--- src/rtl/core/rbs_pkg.sv ---
// Shared types, constants and widths for the RGB bilinear sampler.
// Used by every module under rtl/core but rbs_ram; depends on nothing else.
`default_nettype none

package rbs_pkg;

  // Pixel memory geometry.
  localparam int MAX_WIDTH  = 256;
  localparam int MAX_HEIGHT = 256;
  localparam int FRAC_BITS  = 8;

  localparam int XIW   = $clog2(MAX_WIDTH);
  localparam int YIW   = $clog2(MAX_HEIGHT);
  localparam int IW    = (XIW > YIW) ? XIW : YIW;
  localparam int CW    = IW + FRAC_BITS;
  localparam int POS_W = 18;
  localparam int MW    = (CW > POS_W - 1) ? CW : POS_W - 1;
  localparam int DEPTH = MAX_WIDTH * MAX_HEIGHT;
  localparam int AW    = $clog2(DEPTH);

  localparam int SIZE_W = 9;
  localparam int COORD_W = 8;
  localparam int CHAN_W = 16;
  localparam int PIX_W  = 3 * CHAN_W;
  localparam int WGT_W  = 2 * FRAC_BITS - 1;
  localparam int PROD_W = WGT_W + CHAN_W;
  localparam int ACC_W  = PROD_W + 2;

  localparam logic [ACC_W-1:0]  ROUND_BIAS = ACC_W'(16384);
  localparam int                RES_SHIFT  = 15;
  localparam logic [SIZE_W-1:0] SIZE_RESET = SIZE_W'(256);

  // Twelve neighbour reads per sample: three channels of four.
  localparam int               NSTEP     = 12;
  localparam int               STEP_W    = 4;
  localparam logic [STEP_W-1:0] LAST_STEP = STEP_W'(NSTEP - 1);

  localparam int QDEPTH = 2;
  localparam int QPTR_W = $clog2(QDEPTH);
  localparam int QCNT_W = $clog2(QDEPTH + 1);

  // Configuration register indexes.
  localparam int CFG_IDX_W = 1;
  localparam logic [CFG_IDX_W-1:0] REG_WIDTH  = 1'b0;
  localparam logic [CFG_IDX_W-1:0] REG_HEIGHT = 1'b1;

  // Channel codes.
  localparam logic [1:0] CH_RED   = 2'd0;
  localparam logic [1:0] CH_GREEN = 2'd1;
  localparam logic [1:0] CH_BLUE  = 2'd2;

  typedef enum logic [0:0] {
    OP_WRITE  = 1'b0,
    OP_SAMPLE = 1'b1
  } op_e;

  typedef enum logic [0:0] {
    ST_IDLE = 1'b0,
    ST_RUN  = 1'b1
  } back_state_e;

  // Neighbour indexes and fractions of one channel's sample position.
  typedef struct packed {
    logic [XIW-1:0]       ix;
    logic [XIW-1:0]       nx;
    logic [YIW-1:0]       iy;
    logic [YIW-1:0]       ny;
    logic [FRAC_BITS-1:0] fx;
    logic [FRAC_BITS-1:0] fy;
  } chan_pos_t;

  typedef struct packed {
    op_e                  op;
    logic                 wen;
    logic [AW-1:0]        waddr;
    logic [PIX_W-1:0]     wdata;
    chan_pos_t [2:0]      pos;
  } cmd_t;

  typedef struct packed {
    logic                 first;
    logic                 last;
    logic [1:0]           ch;
    logic [WGT_W-1:0]     weight;
  } stage2_t;

  typedef struct packed {
    logic                 first;
    logic                 last;
    logic [1:0]           ch;
    logic [PROD_W-1:0]    prod;
  } stage3_t;

endpackage

`default_nettype wire

--- src/rtl/core/rbs_queue.sv ---
// Short command queue between the front end and the back end.
// Holds decoded commands of type rbs_pkg::cmd_t.
`default_nettype none

module rbs_queue (
  input  wire logic          clk_i,
  input  wire logic          rst_ni,
  input  wire logic          push_i,
  input  wire rbs_pkg::cmd_t cmd_i,
  output      logic          full_o,
  input  wire logic          pop_i,
  output      logic          valid_o,
  output      rbs_pkg::cmd_t head_o
);

  rbs_pkg::cmd_t              slot_q [rbs_pkg::QDEPTH];
  logic [rbs_pkg::QPTR_W-1:0] wr_ptr_q;
  logic [rbs_pkg::QPTR_W-1:0] rd_ptr_q;
  logic [rbs_pkg::QCNT_W-1:0] count_q;

  function automatic logic [rbs_pkg::QPTR_W-1:0] next_ptr(
    input logic [rbs_pkg::QPTR_W-1:0] p
  );
    if (32'(p) == rbs_pkg::QDEPTH - 1) begin
      next_ptr = '0;
    end else begin
      next_ptr = p + rbs_pkg::QPTR_W'(1);
    end
  endfunction

  assign full_o  = (count_q == rbs_pkg::QCNT_W'(rbs_pkg::QDEPTH));
  assign valid_o = (count_q != '0);
  assign head_o  = slot_q[rd_ptr_q];

  always_ff @(posedge clk_i) begin
    if (push_i) begin
      slot_q[wr_ptr_q] <= cmd_i;
    end
  end

  always_ff @(posedge clk_i or negedge rst_ni) begin
    if (!rst_ni) begin
      wr_ptr_q <= '0;
      rd_ptr_q <= '0;
      count_q  <= '0;
    end else begin
      if (push_i) begin
        wr_ptr_q <= next_ptr(wr_ptr_q);
      end
      if (pop_i) begin
        rd_ptr_q <= next_ptr(rd_ptr_q);
      end
      case ({push_i, pop_i})
        2'b10:   count_q <= count_q + rbs_pkg::QCNT_W'(1);
        2'b01:   count_q <= count_q - rbs_pkg::QCNT_W'(1);
        default: count_q <= count_q;
      endcase
    end
  end

  assert property (@(posedge clk_i) disable iff (!rst_ni)
    count_q <= rbs_pkg::QCNT_W'(rbs_pkg::QDEPTH))
    else $error("command queue count overflow");

  assert property (@(posedge clk_i) disable iff (!rst_ni)
    (pop_i && !push_i) |=> (count_q == $past(count_q) - rbs_pkg::QCNT_W'(1)))
    else $error("command queue pop lost");

endmodule

`default_nettype wire

--- config.mk ---
export PLATFORM = sky130hd
export DESIGN_NAME = rbs_queue
export DESIGN_NICKNAME = d
export VERILOG_FILES = /design/src/rtl/core/rbs_pkg.sv /design/src/rtl/core/rbs_queue.sv
export SDC_FILE = /design/constraint.sdc
export NUM_CORES = 1
export LEC_CHECK = 0
export ABC_AREA = 0
export BUFFER_PORTS_ARGS = -buffer_cell sky130_fd_sc_hd__buf_2
export CORE_MARGIN = 5
export CORE_UTILIZATION = 33
export DETAILED_ROUTE_END_ITERATION = 12
export PLACE_DENSITY = 0.52
export REMOVE_ABC_BUFFERS = 1
export SLEW_MARGIN = 20
export SYNTH_ARGS = -nofsm -noshare
export SYNTH_HDL_FRONTEND = slang
export SYNTH_SLANG_ARGS = --single-unit
--- constraint.sdc ---
create_clock -name clk_i -period 10.8 [get_ports clk_i]
set_clock_uncertainty 0.05 [all_clocks]
set_input_delay 1.08 -clock clk_i [delete_from_list [all_inputs] [get_ports clk_i]]
set_output_delay 1.08 -clock clk_i [all_outputs]
set_load 0.05 [all_outputs]
==> results.py <==
metrics = {
    "global_route": {
        "grt-ovfl-total": 0,
        "grt_max_degree": 68,
        "first_global_vias": 8225,
        "grt_pass1_wl_um": 49500,
        "antenna_found_initial": 7,
        "grt_use_total": 0.128,
    },
    "synthesis": {
        "synth-xor-area-share": 0.00284,
        "synth-simple-area-share": 0.00171,
        "synthDistinctLibCells": 13,
        "ys_seq_area_frac": 0.825,
        "syn_area_mm2": 0.0154,
        "synth_compound_area_frac": 0,
        "muxShareOfSynthArea": 0.153,
        "syn_area_per_cell_um2": 23.0,
        "postSynthCellCount": 669,
        "synth_fa_ha_area_frac": 0.000812,
        "ys_ff_latch": 424,
        "synth_warnings": 0,
        "synth_top_family_by_area": "multiplexers",
    },
    "sta": {
        "finalCritPeriodShare": 0.436,
        "tns_ns": 0,
        "worstMarginPinSlew_ns": 0.975,
        "layout_min_cycle_time_ns": 4.71,
        "hold_viol_final": 0,
        "setup_viol": 0,
        "maxSlewHeadroom": 0.350,
        "grt_setup_unrepaired": "no",
        "setup_ws_ns": 6.09,
        "fmax_mhz": 212,
        "maxSlewViolCount": 0,
    },
    "die": {
        "dieArea_mm2": 0.0511,
        "pin_count": 426,
        "row_count": 79,
        "fp.dieW_um": 226,
        "initial_core_util": 0.332,
        "die_y_um": 226,
        "design.core.area_mm2": 0.0464,
    },
    "power_and_ir_drop": {
        "peakVddDrop_mv": 0.214,
        "p_leak_nw": 7.29,
        "power_density_mw_per_mm2": 317,
    },
    "final_layout": {
        "drive_above_1_share": 0.609,
        "final_common_cell": "buf_2",
        "final_cells": 1773,
        "fin_nets": 1344,
        "synthToLayoutAreaGrowth_pct": 27.3,
        "final_cell_mix": "buf_2 (425), edfxtp_1 (420), mux2_2 (210)",
        "fillerInstances": 4212,
        "fin_util": 0.423,
    },
    "setup_path": {
        "crit_chain": "buf_4, buf_4, mux2_2, buf_2",
        "crit_type": "reg2out",
        "critPathMaxStageDelay_ns": 0.78,
        "end_kind": "primary output",
        "reg2reg_depth": 3,
        "cp_num_cells": 4,
        "crit_path_frequent_cell": "buf_4",
        "worst-path-buf-inv": 3,
        "crit_family": "buffers and inverters",
        "cp-start-kind": "register",
        "cp_max_fo": 61,
        "cp.required_ns": 9.67,
        "crit_slowest_cell": "buf_4",
        "cp.arrival_ns": 3.58,
    },
    "route": {
        "wl_met3_um": 2740,
        "via_per_inst": 4.45,
        "route.vias.total": 7893,
        "top_layer": "met5",
        "wl_um": 34700,
        "drc": 0,
        "firstDrtPassIters": 4,
        "drt_iter0_markers": 466,
        "wl_met2_um": 17500,
        "post_drt_wl_per_cell_um": 19.6,
        "wirelength_met1_um": 13600,
        "antenna_left": 0,
    },
    "worst_hold_path": {
        "hold_class": "in2async",
    },
    "clocking": {
        "cts_buffers": 46,
        "post-cts-setup-buffer-count": 0,
        "holdBufCountCts": 0,
        "clk_path_buf_depth": 3,
        "cts_tree": "built",
        "cts-resized-gates": 0,
        "htree_levels": 2,
        "cts.clk_slew.worst_paths_ns": 0.05,
        "insertion_delay_ns": 0.56,
        "cts.sinks": 424,
        "cts_root_buffer": "clkbuf_16",
    },
    "place": {
        "dp_hpwl_um": 23200,
        "gp_congestion": 0.731,
        "portBuffers": 425,
        "dp_cells": 1688,
        "pre_cts_slack_ns": 6.59,
    },
    "run_status": {
        "outcome": "completed",
    },
    "run": {
        "maxCapViolations": 0,
    },
}
synthesized netlist by cell type:
library cell	number	area, um2
and2_1	1	6.26
buf_2	2	10.0
buf_6	21	236
dfrtp_1	4	100
edfxtp_1	420	12600
ha_1	1	12.5
inv_1	1	3.75
mux2_2	210	2360
nor2_1	2	7.51
nor2b_1	1	6.26
or2_2	1	6.26
xnor2_1	2	17.5
xor2_1	3	26.3
worst paths after layout:
| check | start | end | slack (ns) |
|---|---|---|---|
| worst max-delay path | rd_ptr_q | head_o[180] | 6.09 |
| worst min-delay path | rst_ni | wr_ptr_q | 0.27 |
| worst max register to register | wr_ptr_q | slot_q[1][124] | 7.78 |
| worst min register to register | count_q[1] | count_q[1] | 0.44 |
| max in group asynchronous | rst_ni | rd_ptr_q | 10.30 |
| min in group clk_i | count_q[1] | count_q[1] | 0.44 |
state kept, by name (all words and copies together) (netlist names):
name	count
slot_q	420
count_q	2
rd_ptr_q	1
wr_ptr_q	1
worst register-to-register path, stage by stage, from the launching register on:
cell	delay, ns
dfrtp_1	0.43
and2_4	0.51
buf_4	0.66
buf_4	0.87
final cells by class:
type / count / area [um2] / area share
diodes: 2 / 5.00 / 0.000255
clock buffers: 61 / 1270 / 0.0648
clock inverters: 22 / 180 / 0.00919
inverters: 1 / 3.75 / 0.000191
multi-input cells: 221 / 2460 / 0.125
flip-flops and latches: 424 / 12700 / 0.648
well taps: 607 / 759 / 0.0387
repair buffers: 435 / 2220 / 0.113
through the flow:
step / power [mW] / hold slack [ns] / area, um2
global placement: 4.79 / 0.415 / 18100
finish: 6.22 / 0.266 / 19600
CTS: 6.33 / 0.220 / 19600
floorplan: 4.32 / 0.397 / 15200
detailed placement: 4.80 / 0.426 / 18200
global route: 6.48 / 0.231 / 19600
logic make-up (layout without fill, tap and decap cells):
| kind of cell | after synthesis | count (layout) |
|---|---|---|
| flip-flops | 424 | 424 |
| adder cells (fa/ha/maj) | 1 | 1 |
| XOR/XNOR | 5 | 5 |
| buffers and inverters | 24 | 519 |
| multiplexers | 210 | 210 |
| AND/OR/NAND/NOR | 5 | 5 |
| other | 0 | 2 |
per-layer routing:
metal,vias up,global-route usage
li1,3599,-
met1,3948,0.153
met2,263,0.214
met3,75,0.0433
met4,8,0.0479
met5,-,0
power by group:
group	switching [mW]	internal [mW]	leakage (nW)	total (mW)
logic	1.82	0.632	2.60	2.45
clock network	0.607	0.896	0.702	1.50
registers	0.0885	2.19	3.99	2.27
Note: power is estimated with default switching activity, not from simulation.
