`src/rtl/core/rbs_pkg.sv`:
```
// Shared types, constants and widths for the RGB bilinear sampler.
// Used by every module under rtl/core but rbs_ram; depends on nothing else.
`default_nettype none

package rbs_pkg;

  // Pixel memory geometry.
  localparam int MAX_WIDTH  = 256;
  localparam int MAX_HEIGHT = 256;
  localparam int FRAC_BITS  = 8;

  localparam int XIW   = $clog2(MAX_WIDTH);
  localparam int YIW   = $clog2(MAX_HEIGHT);
  localparam int IW    = (XIW > YIW) ? XIW : YIW;
  localparam int CW    = IW + FRAC_BITS;
  localparam int POS_W = 18;
  localparam int MW    = (CW > POS_W - 1) ? CW : POS_W - 1;
  localparam int DEPTH = MAX_WIDTH * MAX_HEIGHT;
  localparam int AW    = $clog2(DEPTH);

  localparam int SIZE_W = 9;
  localparam int COORD_W = 8;
  localparam int CHAN_W = 16;
  localparam int PIX_W  = 3 * CHAN_W;
  localparam int WGT_W  = 2 * FRAC_BITS - 1;
  localparam int PROD_W = WGT_W + CHAN_W;
  localparam int ACC_W  = PROD_W + 2;

  localparam logic [ACC_W-1:0]  ROUND_BIAS = ACC_W'(16384);
  localparam int                RES_SHIFT  = 15;
  localparam logic [SIZE_W-1:0] SIZE_RESET = SIZE_W'(256);

  // Twelve neighbour reads per sample: three channels of four.
  localparam int               NSTEP     = 12;
  localparam int               STEP_W    = 4;
  localparam logic [STEP_W-1:0] LAST_STEP = STEP_W'(NSTEP - 1);

  localparam int QDEPTH = 2;
  localparam int QPTR_W = $clog2(QDEPTH);
  localparam int QCNT_W = $clog2(QDEPTH + 1);

  // Configuration register indexes.
  localparam int CFG_IDX_W = 1;
  localparam logic [CFG_IDX_W-1:0] REG_WIDTH  = 1'b0;
  localparam logic [CFG_IDX_W-1:0] REG_HEIGHT = 1'b1;

  // Channel codes.
  localparam logic [1:0] CH_RED   = 2'd0;
  localparam logic [1:0] CH_GREEN = 2'd1;
  localparam logic [1:0] CH_BLUE  = 2'd2;

  typedef enum logic [0:0] {
    OP_WRITE  = 1'b0,
    OP_SAMPLE = 1'b1
  } op_e;

  typedef enum logic [0:0] {
    ST_IDLE = 1'b0,
    ST_RUN  = 1'b1
  } back_state_e;

  // Neighbour indexes and fractions of one channel's sample position.
  typedef struct packed {
    logic [XIW-1:0]       ix;
    logic [XIW-1:0]       nx;
    logic [YIW-1:0]       iy;
    logic [YIW-1:0]       ny;
    logic [FRAC_BITS-1:0] fx;
    logic [FRAC_BITS-1:0] fy;
  } chan_pos_t;

  typedef struct packed {
    op_e                  op;
    logic                 wen;
    logic [AW-1:0]        waddr;
    logic [PIX_W-1:0]     wdata;
    chan_pos_t [2:0]      pos;
  } cmd_t;

  typedef struct packed {
    logic                 first;
    logic                 last;
    logic [1:0]           ch;
    logic [WGT_W-1:0]     weight;
  } stage2_t;

  typedef struct packed {
    logic                 first;
    logic                 last;
    logic [1:0]           ch;
    logic [PROD_W-1:0]    prod;
  } stage3_t;

endpackage

`default_nettype wire

```
`src/rtl/core/rbs_front.sv`:
```
// Front end: configuration registers, input acceptance and item decode.
// Clamps sample positions and splits them into neighbours; uses rbs_pkg.
`default_nettype none

module rbs_front (
  input  wire logic                                clk_i,
  input  wire logic                                rst_ni,
  input  wire logic                                cfg_valid_i,
  output      logic                                cfg_ready_o,
  input  wire logic [rbs_pkg::CFG_IDX_W-1:0]       cfg_index_i,
  input  wire logic [rbs_pkg::SIZE_W-1:0]          cfg_data_i,
  input  wire logic                                in_valid_i,
  output      logic                                in_ready_o,
  input  wire logic                                op_i,
  input  wire logic [rbs_pkg::COORD_W-1:0]         write_x_i,
  input  wire logic [rbs_pkg::COORD_W-1:0]         write_y_i,
  input  wire logic [rbs_pkg::CHAN_W-1:0]          write_red_i,
  input  wire logic [rbs_pkg::CHAN_W-1:0]          write_green_i,
  input  wire logic [rbs_pkg::CHAN_W-1:0]          write_blue_i,
  input  wire logic signed [rbs_pkg::POS_W-1:0]    red_pos_x_i,
  input  wire logic signed [rbs_pkg::POS_W-1:0]    red_pos_y_i,
  input  wire logic signed [rbs_pkg::POS_W-1:0]    green_pos_x_i,
  input  wire logic signed [rbs_pkg::POS_W-1:0]    green_pos_y_i,
  input  wire logic signed [rbs_pkg::POS_W-1:0]    blue_pos_x_i,
  input  wire logic signed [rbs_pkg::POS_W-1:0]    blue_pos_y_i,
  input  wire logic                                q_full_i,
  output      logic                                push_o,
  output      rbs_pkg::cmd_t                       cmd_o
);

  logic [rbs_pkg::SIZE_W-1:0] width_q;
  logic [rbs_pkg::SIZE_W-1:0] height_q;
  logic [rbs_pkg::IW-1:0]     last_x;
  logic [rbs_pkg::IW-1:0]     last_y;
  logic signed [rbs_pkg::POS_W-1:0] pos_x [3];
  logic signed [rbs_pkg::POS_W-1:0] pos_y [3];
  logic [rbs_pkg::CW-1:0]     cx [3];
  logic [rbs_pkg::CW-1:0]     cy [3];
  logic [rbs_pkg::IW-1:0]     ix [3];
  logic [rbs_pkg::IW-1:0]     iy [3];
  logic [rbs_pkg::IW-1:0]     nx [3];
  logic [rbs_pkg::IW-1:0]     ny [3];

  // Size register to last valid index; zero acts as one, oversize saturates.
  function automatic logic [rbs_pkg::IW-1:0] last_index(
    input logic [rbs_pkg::SIZE_W-1:0] size,
    input int                         maxv
  );
    if (size == '0) begin
      last_index = '0;
    end else if (32'(size) > maxv) begin
      last_index = rbs_pkg::IW'(maxv - 1);
    end else begin
      last_index = rbs_pkg::IW'(size - rbs_pkg::SIZE_W'(1));
    end
  endfunction

  function automatic logic [rbs_pkg::CW-1:0] clamp_coord(
    input logic signed [rbs_pkg::POS_W-1:0] p,
    input logic [rbs_pkg::IW-1:0]           last
  );
    logic [rbs_pkg::CW-1:0] top;
    logic [rbs_pkg::MW-1:0] pu;
    logic [rbs_pkg::MW-1:0] tw;
    top = rbs_pkg::CW'(last) << rbs_pkg::FRAC_BITS;
    pu  = rbs_pkg::MW'(p[rbs_pkg::POS_W-2:0]);
    tw  = rbs_pkg::MW'(top);
    if (p[rbs_pkg::POS_W-1]) begin
      clamp_coord = '0;
    end else if (pu > tw) begin
      clamp_coord = top;
    end else begin
      clamp_coord = rbs_pkg::CW'(pu);
    end
  endfunction

  always_ff @(posedge clk_i or negedge rst_ni) begin
    if (!rst_ni) begin
      width_q  <= rbs_pkg::SIZE_RESET;
      height_q <= rbs_pkg::SIZE_RESET;
    end else if (cfg_valid_i) begin
      case (cfg_index_i)
        rbs_pkg::REG_WIDTH:  width_q  <= cfg_data_i;
        rbs_pkg::REG_HEIGHT: height_q <= cfg_data_i;
        default: ;
      endcase
    end
  end

  assign cfg_ready_o = 1'b1;
  assign in_ready_o  = !q_full_i;
  assign push_o      = in_valid_i && !q_full_i;

  assign last_x = last_index(width_q, rbs_pkg::MAX_WIDTH);
  assign last_y = last_index(height_q, rbs_pkg::MAX_HEIGHT);

  assign pos_x[0] = red_pos_x_i;
  assign pos_y[0] = red_pos_y_i;
  assign pos_x[1] = green_pos_x_i;
  assign pos_y[1] = green_pos_y_i;
  assign pos_x[2] = blue_pos_x_i;
  assign pos_y[2] = blue_pos_y_i;

  always_comb begin
    cmd_o.op    = rbs_pkg::op_e'(op_i);
    cmd_o.wen   = (32'(write_x_i) < rbs_pkg::MAX_WIDTH) &&
                  (32'(write_y_i) < rbs_pkg::MAX_HEIGHT);
    cmd_o.waddr = rbs_pkg::AW'(rbs_pkg::AW'(write_y_i) * rbs_pkg::AW'(rbs_pkg::MAX_WIDTH)
                  + rbs_pkg::AW'(write_x_i));
    cmd_o.wdata = {write_blue_i, write_green_i, write_red_i};
    for (int c = 0; c < 3; c++) begin
      cx[c] = clamp_coord(pos_x[c], last_x);
      cy[c] = clamp_coord(pos_y[c], last_y);
      ix[c] = cx[c][rbs_pkg::CW-1:rbs_pkg::FRAC_BITS];
      iy[c] = cy[c][rbs_pkg::CW-1:rbs_pkg::FRAC_BITS];
      // The integer part never exceeds the last index, so this is the edge clamp.
      nx[c] = (ix[c] == last_x) ? ix[c] : ix[c] + rbs_pkg::IW'(1);
      ny[c] = (iy[c] == last_y) ? iy[c] : iy[c] + rbs_pkg::IW'(1);
      cmd_o.pos[c].ix = rbs_pkg::XIW'(ix[c]);
      cmd_o.pos[c].nx = rbs_pkg::XIW'(nx[c]);
      cmd_o.pos[c].iy = rbs_pkg::YIW'(iy[c]);
      cmd_o.pos[c].ny = rbs_pkg::YIW'(ny[c]);
      cmd_o.pos[c].fx = cx[c][rbs_pkg::FRAC_BITS-1:0];
      cmd_o.pos[c].fy = cy[c][rbs_pkg::FRAC_BITS-1:0];
    end
  end

endmodule

`default_nettype wire

```
`config.mk`:
```
export PLATFORM = sky130hd
export DESIGN_NAME = rbs_front
export DESIGN_NICKNAME = d
export VERILOG_FILES = /design/src/rtl/core/rbs_pkg.sv /design/src/rtl/core/rbs_front.sv
export SDC_FILE = /design/constraint.sdc
export NUM_CORES = 1
export LEC_CHECK = 0
export BUFFER_PORTS_ARGS = -buffer_cell sky130_fd_sc_hd__buf_2
export CORE_AREA = 2 2 156 158
export CTS_CLUSTER_DIAMETER = 60
export DETAILED_ROUTE_END_ITERATION = 16
export DIE_AREA = 0 0 158 160
export GPL_TIMING_DRIVEN = 0
export SYNTH_ARGS = -nofsm -noshare
export SYNTH_HDL_FRONTEND = slang
export SYNTH_SLANG_ARGS = --single-unit
```
`constraint.sdc`:
```
create_clock -name clk_i -period 5.1 [get_ports clk_i]
set_input_delay 0.255 -clock clk_i [delete_from_list [all_inputs] [get_ports clk_i]]
set_output_delay 0.255 -clock clk_i [all_outputs]
set_load 0.01 [all_outputs]
```
==> metrics <==
status=completed; drt first pass iters=7; routed length per instance=15.7 um; Post-Layout Cell Count=1,520; htree depth=1; cells after synthesis=836; initial antenna violation count=1; Critical Path RT=4.85 ns; port bufs=about 330; reported max-cap violation count=0; remaining antenna violation count=0; Sink Count=18; ratio of cells with drive above 1 in the final layout=47.7%; register area share after synthesis=around 7.3%; R2R setup slack=~4.0 ns; Setup-failing EPs final=0; CTS Buf Count=3; Hold Path Stages=2; Die Ht=160 um; Layout area overhead=47.2%; WS Path Type=reg2out; Hold Slack=0.260 ns; worst vdd ir=0.124 mV; YS warnings=0; CTS tree=done; DRT Wirelength=23,900 um; vias per cell=5.17; Iter 0 DRT Violations=564; Post-synth EDFFs=0; Placer Congestion=0.872; routed vias=7,855; top cell type's share of synthesized area=around 11%; first-pass GRT wire length=36,400 um; Fmax achieved=203 MHz; area of the die=25,300 um2; asr flop ratio synth=100%; worst r2r src=height_q[8]$_DFFE_PN1P_; final core utilization=38.3%; initial core utilization=26.0%; largest net degree at the start of global routing=19; Worst slew margin=52.2%; Slew Viols, Final=0; Core ar.=23,800 um2; fin crit period=4.92 ns; Hold Crit Endpoint=height_q[7]$_DFFE_PN0P_; worst hold start=cfg_data_i[7]; area leader, netlist=ha_1; Fill cells=about 2,600; post-layout total power=2.21 mW; Ports=between 400 and 500; mean post-synth cell area=7.41 um2; Slew @ Worst Pin=0.711 ns; HPWL after DPL=18,800 um; gr usage total=17.2%; final hold violation count=0; clk slew on worst S/H paths=0.05 ns; die width=~160 um; Post-Place Worst Slack=-0.747 ns; PwrDens=242 nW/um2; critical path launch point type=register; clock latency on the worst-skew pair=between 0.2 and 0.3 ns; Rows=57; CTS Root Cell=clkbuf_16; Yosys reg bits=18; DRC=0; period utilization=between 90% and 100%; Worst R2R End=height_q[8]$_DFFE_PN1P_; Worst Skew=0 ns; R2R depth=2; Post-Syn Area=6190 um2; Top FF cell, synth=dfrtp_1; Distinct cells, synth=90; WP data arrival=4.66 ns; CP max FO=10; vias in the first global route=7,337; CTS Buffer Depth=2; final net count=roughly 1,400; final setup margin=0.182 ns; total gr overflow=0; Pleak=4.53 nW; synth top area cells=ha_1, buf_4, dfrtp_1; Tightest Hold Check Type=in2reg; placed cells=about 1,500; element type at the critical path end=primary output
-- kinds of logic (layout without fill, tap and decap cells) --
kind of cell,count (synthesis),after routing,synth area share (%)
AO/OA/AOI/OAI,192,192,23.4
flip-flops,18,18,7.32
AND/OR/NAND/NOR,327,327,29.6
buffers and inverters,152,510,14.0
XOR/XNOR,42,42,5.94
multiplexers,47,47,8.14
other,1,3,0.0606
adder cells (fa/ha/maj),57,57,11.5
-- power breakdown --
group / switching, mW / leakage, nW / total (mW) / internal, mW
Clock: 0.0504 / 0.0442 / 0.170 / 0.119
Sequential: 0.0406 / 0.206 / 0.207 / 0.166
Combinational: 1.05 / 4.28 / 1.83 / 0.788
-- stage by stage --
step	cell area, um2	TNS, ns
finish	9110	0
global route	9110	-0.118
CTS	8700	0
global placement	8270	-10.76
floorplan	6200	-0.0704
detailed placement	8270	-12.02
-- flip-flops by register name, summed over array words and instances, names as in the netlist --
signal    flops
height_q      9
width_q       9
-- final cells by class --
type / instances / area, um2 / area share, %
inverter: 46 / 195 / 2.14
tap: 324 / 405 / 4.45
clock buffer: 4 / 88.8 / 0.975
sequential: 18 / 458 / 5.02
timing repair buffer: 362 / 1890 / 20.7
antenna: 1 / 2.50 / 0.0275
multi-input combinational: 667 / 5360 / 58.8
timing repair inverter: 1 / 5.00 / 0.0549
buffer: 97 / 711 / 7.80
-- worst max-delay path, cell delays in order (launching register included) --
cell and delay, ns:
dfrtp_2 0.44, inv_1 0.07, ha_1 0.13, buf_4 0.15, or4b_4 0.51, a2111oi_4 0.42, nor2_4 0.10, clkinv_4 0.12
ha_1 0.24, a21o_1 0.21, a2111oi_4 0.48, nor2_4 0.11, buf_6 0.17, a211oi_4 0.26, ha_2 0.24, nand3_1 0.07
a2111o_1 0.41, xnor2_1 0.13, buf_2 0.15
-- timing repair --
item	4_1_cts	5_1_grt
setup buffers	10	19
hold buffers	1	0
gates cloned	0	1
pin swaps	8	17
endpoints found under the hold margin	16	0
resized for setup	69	72
endpoints found under the setup margin	94	33
-- synthesized netlist by cell type (22+ instances only) --
library cell and count:
clkbuf_1 27, buf_4 69, xnor2_1 29, inv_1 41, and2_1 45, a211oi_1 29, ha_1 56, nor3_1 24
nand4_1 25, o21ai_0 28, nand2_1 42, mux2_2 22, mux2i_1 23, nor2_1 74
-- worst max-delay path by stage --
stage | startpoint | to | slack [ns] | cells past startpoint
4_1_cts | width_q[0]$_DFFE_PN0P_ | cmd_o[81] | 0.002 | 16
5_1_grt | width_q[0]$_DFFE_PN0P_ | cmd_o[134] | -0.05 | 21
3_3_place_gp | height_q[0]$_DFFE_PN0P_ | cmd_o[116] | -0.66 | 20
2_1_floorplan | width_q[0]$_DFFE_PN0P_ | cmd_o[38] | -0.07 | 20
6_report | height_q[0]$_DFFE_PN0P_ | cmd_o[116] | 0.18 | 18
3_5_place_dp | height_q[0]$_DFFE_PN0P_ | cmd_o[68] | -0.75 | 21
-- layer usage --
| metal | global-route usage, % | part of all wire [%] | up-vias |
|---|---|---|---|
| met5 | 0 | 0 | - |
| met3 | 2.12 | 8.0 | 41 |
| met1 | 21.2 | 40 | 3639 |
| met2 | 31.3 | 50 | 389 |
| met4 | 4.01 | 1.9 | 0 |
| li1 | - | - | 3786 |
-- cell usage in the layout, fill, tap and decap left out, types with 7 or more instances in the layout --
cell,Yosys,final
a211o_1,7,7
a211oi_1,29,13
a211oi_2,0,7
a211oi_4,0,9
a21o_1,16,16
a21oi_1,21,21
a222oi_1,7,7
and2_1,45,44
and3_1,12,12
buf_2,5,334
buf_4,69,99
clkbuf_1,27,10
dfrtp_1,16,12
ha_1,56,52
inv_1,41,35
mux2_2,22,22
mux2i_1,23,22
nand2_1,42,41
nand3_1,15,15
nand4_1,25,25
nand4b_1,11,11
nor2_1,74,69
nor2b_1,10,10
nor3_1,24,21
nor4_1,12,11
nor4b_1,10,7
o21ai_0,28,26
o22ai_1,10,10
xnor2_1,29,29
xor2_1,13,13
(Power assumes the default switching activity.)
